File: src/sv/adpcm_enc_pkg.sv
// Package for the ADPCM sample encoder: widths, limits, the step scale table,
// the sequencer state type and the request bundle for the shared adder.
// No dependencies.
package adpcm_enc_pkg;

  // Channel count and the width of a channel index.
  localparam int NUM_CHANNELS = 2;
  localparam int CHAN_W       = (NUM_CHANNELS > 1) ? $clog2(NUM_CHANNELS) : 1;

  // Field and state widths.
  localparam int SAMPLE_W = 16;
  localparam int STEP_W   = 15;
  localparam int CODE_W   = 4;
  localparam int SCALE_W  = 10;

  // Width of the shared adder and accumulator; it holds the largest
  // product of step and scale entry with a sign bit to spare.
  localparam int ACC_W = 25;

  // Step size limits.
  localparam logic [STEP_W-1:0] STEP_MIN = STEP_W'(127);
  localparam logic [STEP_W-1:0] STEP_MAX = STEP_W'(24576);

  // Sequencer states.
  typedef enum logic [3:0] {
    ST_IDLE,
    ST_ERR,
    ST_ABS,
    ST_DIV,
    ST_MAG,
    ST_MULD,
    ST_LVL,
    ST_MULS,
    ST_DONE
  } state_t;

  // Request to the shared adder: result is a + b, or a - b when sub is set.
  typedef struct packed {
    logic [ACC_W-1:0] a;
    logic [ACC_W-1:0] b;
    logic             sub;
  } alu_req_t;

  // Step scale factor, in 1/256 units, chosen by the code magnitude.
  function automatic logic [SCALE_W-1:0] step_scale(input logic [2:0] mag);
    logic [SCALE_W-1:0] s;
    case (mag)
      3'd4:    s = SCALE_W'(10'h133);
      3'd5:    s = SCALE_W'(10'h199);
      3'd6:    s = SCALE_W'(10'h200);
      3'd7:    s = SCALE_W'(10'h266);
      default: s = SCALE_W'(10'h0e6);
    endcase
    return s;
  endfunction

endpackage

File: src/sv/adpcm_enc_alu.sv
// Shared add/subtract unit of the ADPCM sample encoder.
// Depends on adpcm_enc_pkg for the request type and the adder width.
module adpcm_enc_alu import adpcm_enc_pkg::*; (
  input  alu_req_t         req,
  output logic [ACC_W-1:0] res
);

  // Two's complement subtraction inverts b and feeds the carry in.
  assign res = req.a + (req.sub ? ~req.b : req.b) + ACC_W'(req.sub);

endmodule

File: src/sv/adpcm_sample_encoder_unit.sv
// ADPCM sample encoder: one 4-bit code per transaction, from a channel and a PCM sample.
// After input acceptance the sequencer steps through ERR, ABS, DIV, MAG, MULD, LVL, MULS
// and DONE, which registers the result and waits only while an earlier result is still
// stalled at the output. A new input is taken only in IDLE, after the last transaction,
// since a single shared adder performs the difference, its absolute value, a 5-step
// restoring division, two shift-add multiplies and the level update.
// A new input is taken while a finished result still waits at the output.
// Reset (synchronous) sets every predicted level to 0 and every step size to 127.
// Depends on adpcm_enc_pkg and adpcm_enc_alu.
module adpcm_sample_encoder_unit import adpcm_enc_pkg::*; (
  input  logic                       clk,
  input  logic                       rst,
  input  logic                       in_valid,
  output logic                       in_stall,
  input  logic [CHAN_W-1:0]          chan,
  input  logic signed [SAMPLE_W-1:0] pcm_sample,
  output logic                       out_valid,
  input  logic                       out_stall,
  output logic [CODE_W-1:0]          code
);

  // Per-channel predictor state.
  logic signed [SAMPLE_W-1:0] level_mem [NUM_CHANNELS];
  logic [STEP_W-1:0]          step_mem  [NUM_CHANNELS];

  // Sequencer and datapath registers.
  state_t                     state, state_next;
  logic [CHAN_W-1:0]          chan_r, chan_r_next;
  logic signed [SAMPLE_W-1:0] x_r, x_r_next;
  logic signed [SAMPLE_W-1:0] level, level_next;
  logic [STEP_W-1:0]          step, step_next;
  logic [ACC_W-1:0]           acc, acc_next;
  logic [ACC_W-1:0]           mcand, mcand_next;
  logic [SCALE_W-1:0]         mreg, mreg_next;
  logic [4:0]                 qbits, qbits_next;
  logic [3:0]                 cnt, cnt_next;
  logic [2:0]                 mag, mag_next;
  logic                       err_neg, err_neg_next;
  logic                       sign_r, sign_r_next;
  logic [CODE_W-1:0]          code_next;
  logic                       out_valid_next;

  // Shared adder.
  alu_req_t         alu_req;
  logic [ACC_W-1:0] alu_res;

  // Miscellaneous combinational values.
  logic                    done_fire;
  logic [2:0]              mag_val;
  logic [STEP_W:0]         step_prod;
  logic [STEP_W-1:0]       step_new;
  logic [SAMPLE_W-1:0]     level_sat;
  logic [STEP_W-1:0]       step_rd;

  adpcm_enc_alu u_alu (
    .req (alu_req),
    .res (alu_res)
  );

  assign in_stall = (state != ST_IDLE);
  assign mag_val  = qbits[4] ? 3'd7 : qbits[3:1];
  assign step_rd  = step_mem[chan];

  // Level update saturates to the 16-bit range.
  always_comb begin
    if (alu_res[ACC_W-1:SAMPLE_W-1] == '0 || alu_res[ACC_W-1:SAMPLE_W-1] == '1) begin
      level_sat = alu_res[SAMPLE_W-1:0];
    end else if (alu_res[ACC_W-1]) begin
      level_sat = {1'b1, {(SAMPLE_W-1){1'b0}}};
    end else begin
      level_sat = {1'b0, {(SAMPLE_W-1){1'b1}}};
    end
  end

  // New step size: product shifted right by 8, clamped to its legal range.
  assign step_prod = acc[STEP_W+8:8];
  always_comb begin
    if (step_prod < {1'b0, STEP_MIN}) begin
      step_new = STEP_MIN;
    end else if (step_prod > {1'b0, STEP_MAX}) begin
      step_new = STEP_MAX;
    end else begin
      step_new = step_prod[STEP_W-1:0];
    end
  end

  // Operand selection for the shared adder.
  always_comb begin
    alu_req.a   = acc;
    alu_req.b   = '0;
    alu_req.sub = 1'b0;
    unique case (state)
      ST_ERR: begin
        alu_req.a   = ACC_W'(x_r);
        alu_req.b   = ACC_W'(level);
        alu_req.sub = 1'b1;
      end
      ST_ABS: begin
        alu_req.a   = acc[ACC_W-1] ? '0 : acc;
        alu_req.b   = acc[ACC_W-1] ? acc : '0;
        alu_req.sub = 1'b1;
      end
      ST_DIV: begin
        alu_req.a   = acc;
        alu_req.b   = ACC_W'(step) << cnt;
        alu_req.sub = 1'b1;
      end
      ST_MULD, ST_MULS: begin
        alu_req.a   = acc;
        alu_req.b   = mcand;
        alu_req.sub = 1'b0;
      end
      ST_LVL: begin
        alu_req.a   = ACC_W'(level);
        alu_req.b   = ACC_W'(acc[ACC_W-1:3]);
        alu_req.sub = sign_r;
      end
      default: begin
        alu_req.a   = acc;
        alu_req.b   = '0;
        alu_req.sub = 1'b0;
      end
    endcase
  end

  // Sequencer: next state and datapath updates.
  always_comb begin
    state_next     = state;
    chan_r_next    = chan_r;
    x_r_next       = x_r;
    level_next     = level;
    step_next      = step;
    acc_next       = acc;
    mcand_next     = mcand;
    mreg_next      = mreg;
    qbits_next     = qbits;
    cnt_next       = cnt;
    mag_next       = mag;
    err_neg_next   = err_neg;
    sign_r_next    = sign_r;
    code_next      = code;
    out_valid_next = out_valid && out_stall;
    done_fire      = 1'b0;
    unique case (state)
      ST_IDLE: begin
        if (in_valid) begin
          chan_r_next = chan;
          x_r_next    = pcm_sample;
          level_next  = level_mem[chan];
          step_next   = (step_rd == '0) ? STEP_MIN : step_rd;
          state_next  = ST_ERR;
        end
      end
      ST_ERR: begin
        acc_next   = alu_res;
        state_next = ST_ABS;
      end
      ST_ABS: begin
        err_neg_next = acc[ACC_W-1];
        acc_next     = {alu_res[ACC_W-4:0], 3'b000};
        qbits_next   = '0;
        cnt_next     = 4'd4;
        state_next   = ST_DIV;
      end
      ST_DIV: begin
        // Restoring division step: keep the difference when it is not negative.
        if (!alu_res[ACC_W-1]) begin
          acc_next = alu_res;
        end
        qbits_next[cnt[2:0]] = !alu_res[ACC_W-1];
        if (cnt == 4'd0) begin
          state_next = ST_MAG;
        end else begin
          cnt_next = cnt - 4'd1;
        end
      end
      ST_MAG: begin
        mag_next    = mag_val;
        sign_r_next = err_neg && (qbits != '0);
        mcand_next  = ACC_W'(step);
        mreg_next   = SCALE_W'({mag_val, 1'b1});
        acc_next    = '0;
        cnt_next    = 4'd3;
        state_next  = ST_MULD;
      end
      ST_MULD, ST_MULS: begin
        // Shift-add multiply, one multiplier bit a cycle.
        if (mreg[0]) begin
          acc_next = alu_res;
        end
        mcand_next = mcand << 1;
        mreg_next  = mreg >> 1;
        if (cnt == 4'd0) begin
          state_next = (state == ST_MULD) ? ST_LVL : ST_DONE;
        end else begin
          cnt_next = cnt - 4'd1;
        end
      end
      ST_LVL: begin
        level_next = level_sat;
        mcand_next = ACC_W'(step);
        mreg_next  = step_scale(mag);
        acc_next   = '0;
        cnt_next   = 4'(SCALE_W - 1);
        state_next = ST_MULS;
      end
      ST_DONE: begin
        if (!out_valid || !out_stall) begin
          done_fire      = 1'b1;
          code_next      = {sign_r, mag};
          out_valid_next = 1'b1;
          state_next     = ST_IDLE;
        end
      end
      default: begin
        state_next = ST_IDLE;
      end
    endcase
  end

  // Control registers and channel state.
  always_ff @(posedge clk) begin
    if (rst) begin
      state     <= ST_IDLE;
      out_valid <= 1'b0;
      for (int i = 0; i < NUM_CHANNELS; i++) begin
        level_mem[i] <= '0;
        step_mem[i]  <= STEP_MIN;
      end
    end else begin
      state     <= state_next;
      out_valid <= out_valid_next;
      if (done_fire) begin
        level_mem[chan_r] <= level;
        step_mem[chan_r]  <= step_new;
      end
    end
  end

  // Datapath registers.
  always_ff @(posedge clk) begin
    chan_r  <= chan_r_next;
    x_r     <= x_r_next;
    level   <= level_next;
    step    <= step_next;
    acc     <= acc_next;
    mcand   <= mcand_next;
    mreg    <= mreg_next;
    qbits   <= qbits_next;
    cnt     <= cnt_next;
    mag     <= mag_next;
    err_neg <= err_neg_next;
    sign_r  <= sign_r_next;
    code    <= code_next;
  end

  // The division remainder never goes negative.
  a_rem_pos: assert property (@(posedge clk) disable iff (rst)
    (state == ST_DIV) |-> !acc[ACC_W-1])
    else $error("division remainder went negative");

  // When the top quotient bit is clear, the final remainder is below the step.
  a_rem_lt_step: assert property (@(posedge clk) disable iff (rst)
    (state == ST_MAG && !qbits[4]) |-> (acc < ACC_W'(step)))
    else $error("division remainder not below step size");

  // The stored step size of channel 0 stays within its legal range.
  a_step0_range: assert property (@(posedge clk) disable iff (rst)
    (step_mem[0] >= STEP_MIN) && (step_mem[0] <= STEP_MAX))
    else $error("channel 0 step size out of range");

  // Finishing a transaction always leaves a result at the output.
  a_done_out: assert property (@(posedge clk) disable iff (rst)
    (state == ST_DONE && state_next == ST_IDLE) |=> out_valid)
    else $error("finished transaction produced no result");

endmodule

File: config.mk
export PLATFORM = sky130hd
export DESIGN_NAME = adpcm_sample_encoder_unit
export DESIGN_NICKNAME = d
export VERILOG_FILES = /design/src/sv/adpcm_enc_pkg.sv /design/src/sv/adpcm_enc_alu.sv /design/src/sv/adpcm_sample_encoder_unit.sv
export SDC_FILE = /design/constraint.sdc
export NUM_CORES = 1
export LEC_CHECK = 0
export ABC_AREA = 1
export BUFFER_PORTS_ARGS = -buffer_cell sky130_fd_sc_hd__buf_4
export CAP_MARGIN = 40
export CORE_UTILIZATION = 45
export CTS_BUF_LIST = sky130_fd_sc_hd__clkbuf_16
export DETAILED_ROUTE_END_ITERATION = 8
export PLACE_DENSITY = 0.66
export REMOVE_ABC_BUFFERS = 1
export SLEW_MARGIN = 20
export SYNTH_ARGS = -nofsm -noshare
export SYNTH_HDL_FRONTEND = slang
export SYNTH_SLANG_ARGS = --single-unit
File: constraint.sdc
create_clock -name clk -period 9.85 [get_ports clk]
set_input_delay 0.4925 -clock clk [delete_from_list [all_inputs] [get_ports clk]]
set_output_delay 0.4925 -clock clk [all_outputs]
set_load 0.05 [all_outputs]
==> impl_metrics.prom <==
# TYPE chip_impl_metric gauge
chip_impl_info{name="setup.worst_path.class",value="reg -> reg"} 1
chip_impl_info{name="synth_top_flop_cell",value="sky130_fd_sc_hd__edfxtp_1"} 1
chip_impl_info{name="synth_area_leaders",value="sky130_fd_sc_hd__edfxtp_1, sky130_fd_sc_hd__nand2_1, sky130_fd_sc_hd__inv_1"} 1
chip_impl_metric{name="first_global_vias",unit=""} 9662
chip_impl_info{name="rsz_0062_raised_after_global_routing",value="no"} 1
chip_impl_metric{name="synthesis.area",unit="mm^2"} 0.0118
chip_impl_metric{name="insertion_delay",unit="ns"} 0.45
chip_impl_metric{name="synth_top_area_share",unit="%"} 47.9
chip_impl_info{name="worst_path_max_delay_cell",value="sky130_fd_sc_hd__buf_4"} 1
chip_impl_info{name="timing.rr.end",value="level[0]"} 1
chip_impl_metric{name="critical_path_required",unit="ns"} 10.16
chip_impl_metric{name="finalHoldViolations",unit=""} 0
chip_impl_metric{name="worst_setup_hold_path_clk_slew",unit="ns"} 0.08
chip_impl_metric{name="skew",unit="ns"} 0.0154
chip_impl_info{name="worst_setup_path_end_kind",value="register"} 1
chip_impl_metric{name="synth.ff_latch_count",unit=""} 193
chip_impl_metric{name="global_route.usage.total",unit="%"} 27.7
chip_impl_info{name="synth_top_area_cell",value="sky130_fd_sc_hd__edfxtp_1"} 1
chip_impl_metric{name="hpwl",unit="um"} 26800
chip_impl_metric{name="layout_worst_path_cycle_share",unit="%"} 59.2
chip_impl_metric{name="pin_count_of_the_biggest_net_entering_global_routing",unit=""} 56
chip_impl_metric{name="dieArea",unit="mm^2"} 0.0268
chip_impl_metric{name="start_util",unit="%"} 46.4
chip_impl_metric{name="drv.max_cap_violation_count",unit=""} 0
chip_impl_metric{name="layout-drive-gt1-share",unit="%"} 7.72
chip_impl_metric{name="timing.final.crit_period",unit="ns"} 5.83
chip_impl_metric{name="antenna-diode-count",unit=""} 0
chip_impl_metric{name="longest_clk_path_bufs",unit=""} 2
chip_impl_info{name="worstReg2RegStart",value="state[2]"} 1
chip_impl_metric{name="worst-r2r-setup-slack",unit="ns"} 4.02
chip_impl_metric{name="final_max_slew_viol_count",unit=""} 0
chip_impl_metric{name="max_slew.worst_pin.slew",unit="ns"} 0.812
chip_impl_metric{name="final_routed_drc_violation_total",unit=""} 0
chip_impl_metric{name="cts.sink_count",unit=""} 193
chip_impl_metric{name="cts-resized-gates",unit=""} 0
chip_impl_metric{name="design.final.nets",unit=""} 1471
chip_impl_info{name="post-synth-top-count-cell",value="sky130_fd_sc_hd__nand2_1"} 1
chip_impl_metric{name="cts_setup_buffers",unit=""} 0
chip_impl_metric{name="wl_per_cell",unit="um"} 20.3
chip_impl_metric{name="design.portCount",unit=""} 27
chip_impl_metric{name="core_region_area",unit="mm^2"} 0.0254
chip_impl_info{name="tritoncts",value="built"} 1
chip_impl_info{name="run_status",value="completed"} 1
chip_impl_metric{name="synth-warning-count",unit=""} 0
chip_impl_metric{name="drtAntennaViolNets",unit=""} 0
chip_impl_metric{name="max_slew_margin",unit="%"} 45.7
chip_impl_metric{name="synth-seq-area-share",unit="%"} 48.8
chip_impl_metric{name="post_cts_hold_buffer_count",unit=""} 0
chip_impl_metric{name="io_buffers",unit=""} 26
chip_impl_metric{name="hold_path_depth",unit=""} 1
chip_impl_info{name="crit_path_start_kind",value="register"} 1
chip_impl_metric{name="worst_path_largest_cell_delay",unit="ns"} 0.49
chip_impl_info{name="min-delay-path-class",value="in -> reg"} 1
chip_impl_metric{name="gp_routability_congestion",unit=""} 1.02
chip_impl_metric{name="cts-buffers-inserted",unit=""} 17
chip_impl_metric{name="synthDistinctLibCells",unit=""} 52
chip_impl_metric{name="areaGrowthSynthToFinish",unit="%"} 9.89
chip_impl_metric{name="htree_levels",unit=""} 4
chip_impl_metric{name="detailedRoute.firstPassIterationCount",unit=""} 5
chip_impl_metric{name="synth_area_per_cell",unit="um^2"} 8.31
chip_impl_metric{name="ys_async_sr_fraction",unit="%"} 0
chip_impl_info{name="cts_root_buffer",value="sky130_fd_sc_hd__clkbuf_16"} 1
chip_impl_metric{name="fmax",unit="GHz"} 0.171
chip_impl_metric{name="route.vias.total",unit=""} 10100
chip_impl_metric{name="setup_total_negative_slack",unit="ns"} 0
chip_impl_info{name="most_used_cell_cp",value="sky130_fd_sc_hd__nand2_1"} 1
chip_impl_metric{name="num_rows",unit=""} 58
chip_impl_info{name="hold_start",value="pcm_sample[15]"} 1
chip_impl_metric{name="grt_antenna_before_repair",unit=""} 1
chip_impl_metric{name="global_route_wire_length_before_repair",unit="um"} 55500
chip_impl_metric{name="ff2ff_path_depth",unit=""} 28
chip_impl_metric{name="worstPathMaxFanout",unit=""} 42
chip_impl_metric{name="vias_per_std_cell",unit=""} 5.70
chip_impl_metric{name="die_w",unit="um"} 164
chip_impl_info{name="holdPathEnd",value="x_r[15]"} 1
chip_impl_metric{name="grt.overflow.total",unit=""} 0
chip_impl_metric{name="finalSetupViolCount",unit=""} 0
chip_impl_metric{name="syn_inst",unit=""} 1417
chip_impl_metric{name="wl",unit="um"} 35800
chip_impl_metric{name="number_of_drc_violations_after_detailed_routing_iteration_0",unit=""} 1016
chip_impl_metric{name="synth-edff-count",unit=""} 188
chip_impl_metric{name="die_height",unit="um"} 164
chip_impl_metric{name="worst-endpoint-arrival",unit="ns"} 6.14
chip_impl_info{name="post_synth_most_frequent_cells",value="sky130_fd_sc_hd__nand2_1, sky130_fd_sc_hd__edfxtp_1, sky130_fd_sc_hd__inv_1"} 1
## how the worst max path moves through the flow
| stage | to | slack, ns | from |
|---|---|---|---|
| after floorplan | acc[0] | 4.69 | state[2] |
| after global placement | acc[1] | 4.12 | state[2] |
| after detailed placement | level[8] | 4.20 | state[2] |
| after CTS | level[0] | 4.11 | state[2] |
| after global routing | level[0] | 3.59 | state[2] |
| final | level[0] | 4.02 | state[2] |
## cells in the final DEF (no fill, tap or decap), types with 5 or more instances in the layout
master and n:
sky130_fd_sc_hd__nand2_1 401, sky130_fd_sc_hd__edfxtp_1 188, sky130_fd_sc_hd__inv_1 185, sky130_fd_sc_hd__nor2_1 123, sky130_fd_sc_hd__o21ai_0 98, sky130_fd_sc_hd__nand3_1 64
sky130_fd_sc_hd__a21oi_1 46, sky130_fd_sc_hd__xor2_1 36, sky130_fd_sc_hd__buf_4 33, sky130_fd_sc_hd__ha_1 24, sky130_fd_sc_hd__a221oi_1 19, sky130_fd_sc_hd__clkbuf_16 19
sky130_fd_sc_hd__o221ai_1 18, sky130_fd_sc_hd__mux2i_1 18, sky130_fd_sc_hd__nand2_2 17, sky130_fd_sc_hd__nand4_1 16, sky130_fd_sc_hd__o22ai_1 13, sky130_fd_sc_hd__nor3_1 13
sky130_fd_sc_hd__o2111ai_1 9, sky130_fd_sc_hd__a31oi_1 8, sky130_fd_sc_hd__inv_6 8, sky130_fd_sc_hd__inv_2 7, sky130_fd_sc_hd__nor2_4 5, sky130_fd_sc_hd__clkinv_1 5
sky130_fd_sc_hd__a21o_1 5, sky130_fd_sc_hd__nor4_1 5, sky130_fd_sc_hd__dfxtp_1 5
## sequential cells by signal, indices dropped and copies added (netlist names)
name / flops
x_r: 16
out_valid: 1
state: 4
mag: 3
code: 4
qbits: 5
sign_r: 1
level_mem: 32
step_mem: 30
chan_r: 1
cnt: 4
acc: 25
mcand: 25
level: 16
err_neg: 1
mreg: 10
step: 15
## layout make-up
| class | count | area [um^2] |
|---|---|---|
| Multi-Input combinational cell | 979 | 5090 |
| Sequential cell | 193 | 5750 |
| Timing Repair Buffer | 39 | 365 |
| Clock buffer | 17 | 425 |
| Fill cell | 2482 | 12500 |
| Tap cell | 330 | 413 |
| Clock inverter | 15 | 168 |
| Inverter | 195 | 732 |
## routing by layer
metal / wire length [um] / track usage (%) / share of wire (%)
met4: 1190 / 10.2 / 3.3
met5: 12 / 0 / 0.034
met2: 16800 / 45.5 / 47
met1: 15200 / 36.3 / 43
met3: 2610 / 5.43 / 7.3
## critical path, delay by kind of cell, from the launching register on
family / cells / cell delay [ns]
and+or+nand+nor: 17 / 2.54
buffers and inverters: 5 / 1.17
AOI/OAI and AO/OA: 4 / 0.89
DFF: 1 / 0.47
adders and majority gates: 1 / 0.34
xor gates and xnor gates: 1 / 0.25
## through the flow
stage                     cells  instance area, um^2  setup WS (ns)  hold slack (ns)  util, %
after floorplan            1367                11600           4.69            0.426        -
after global placement     1730                12200           4.12            0.468     48.2
after detailed placement   1733                12300           4.20            0.452     48.4
after CTS                  1765                12900           4.11            0.212     50.7
after global routing       1768                12900           3.59            0.213     51.0
final                      1768                12900           4.02            0.223     51.0
## cells by family after synthesis
family                   share of synthesized area [%]
buffers and inverters                             8.03
adder cells (fa/ha/maj)                           2.72
AO/OA/AOI/OAI                                     12.4
flip-flops                                        48.8
AND/OR/NAND/NOR                                   23.4
multiplexers                                      1.53
XOR/XNOR                                          3.10
Power is not shown: default switching activity piles up to over one toggle a cycle in this logic, so the estimate is an artifact.
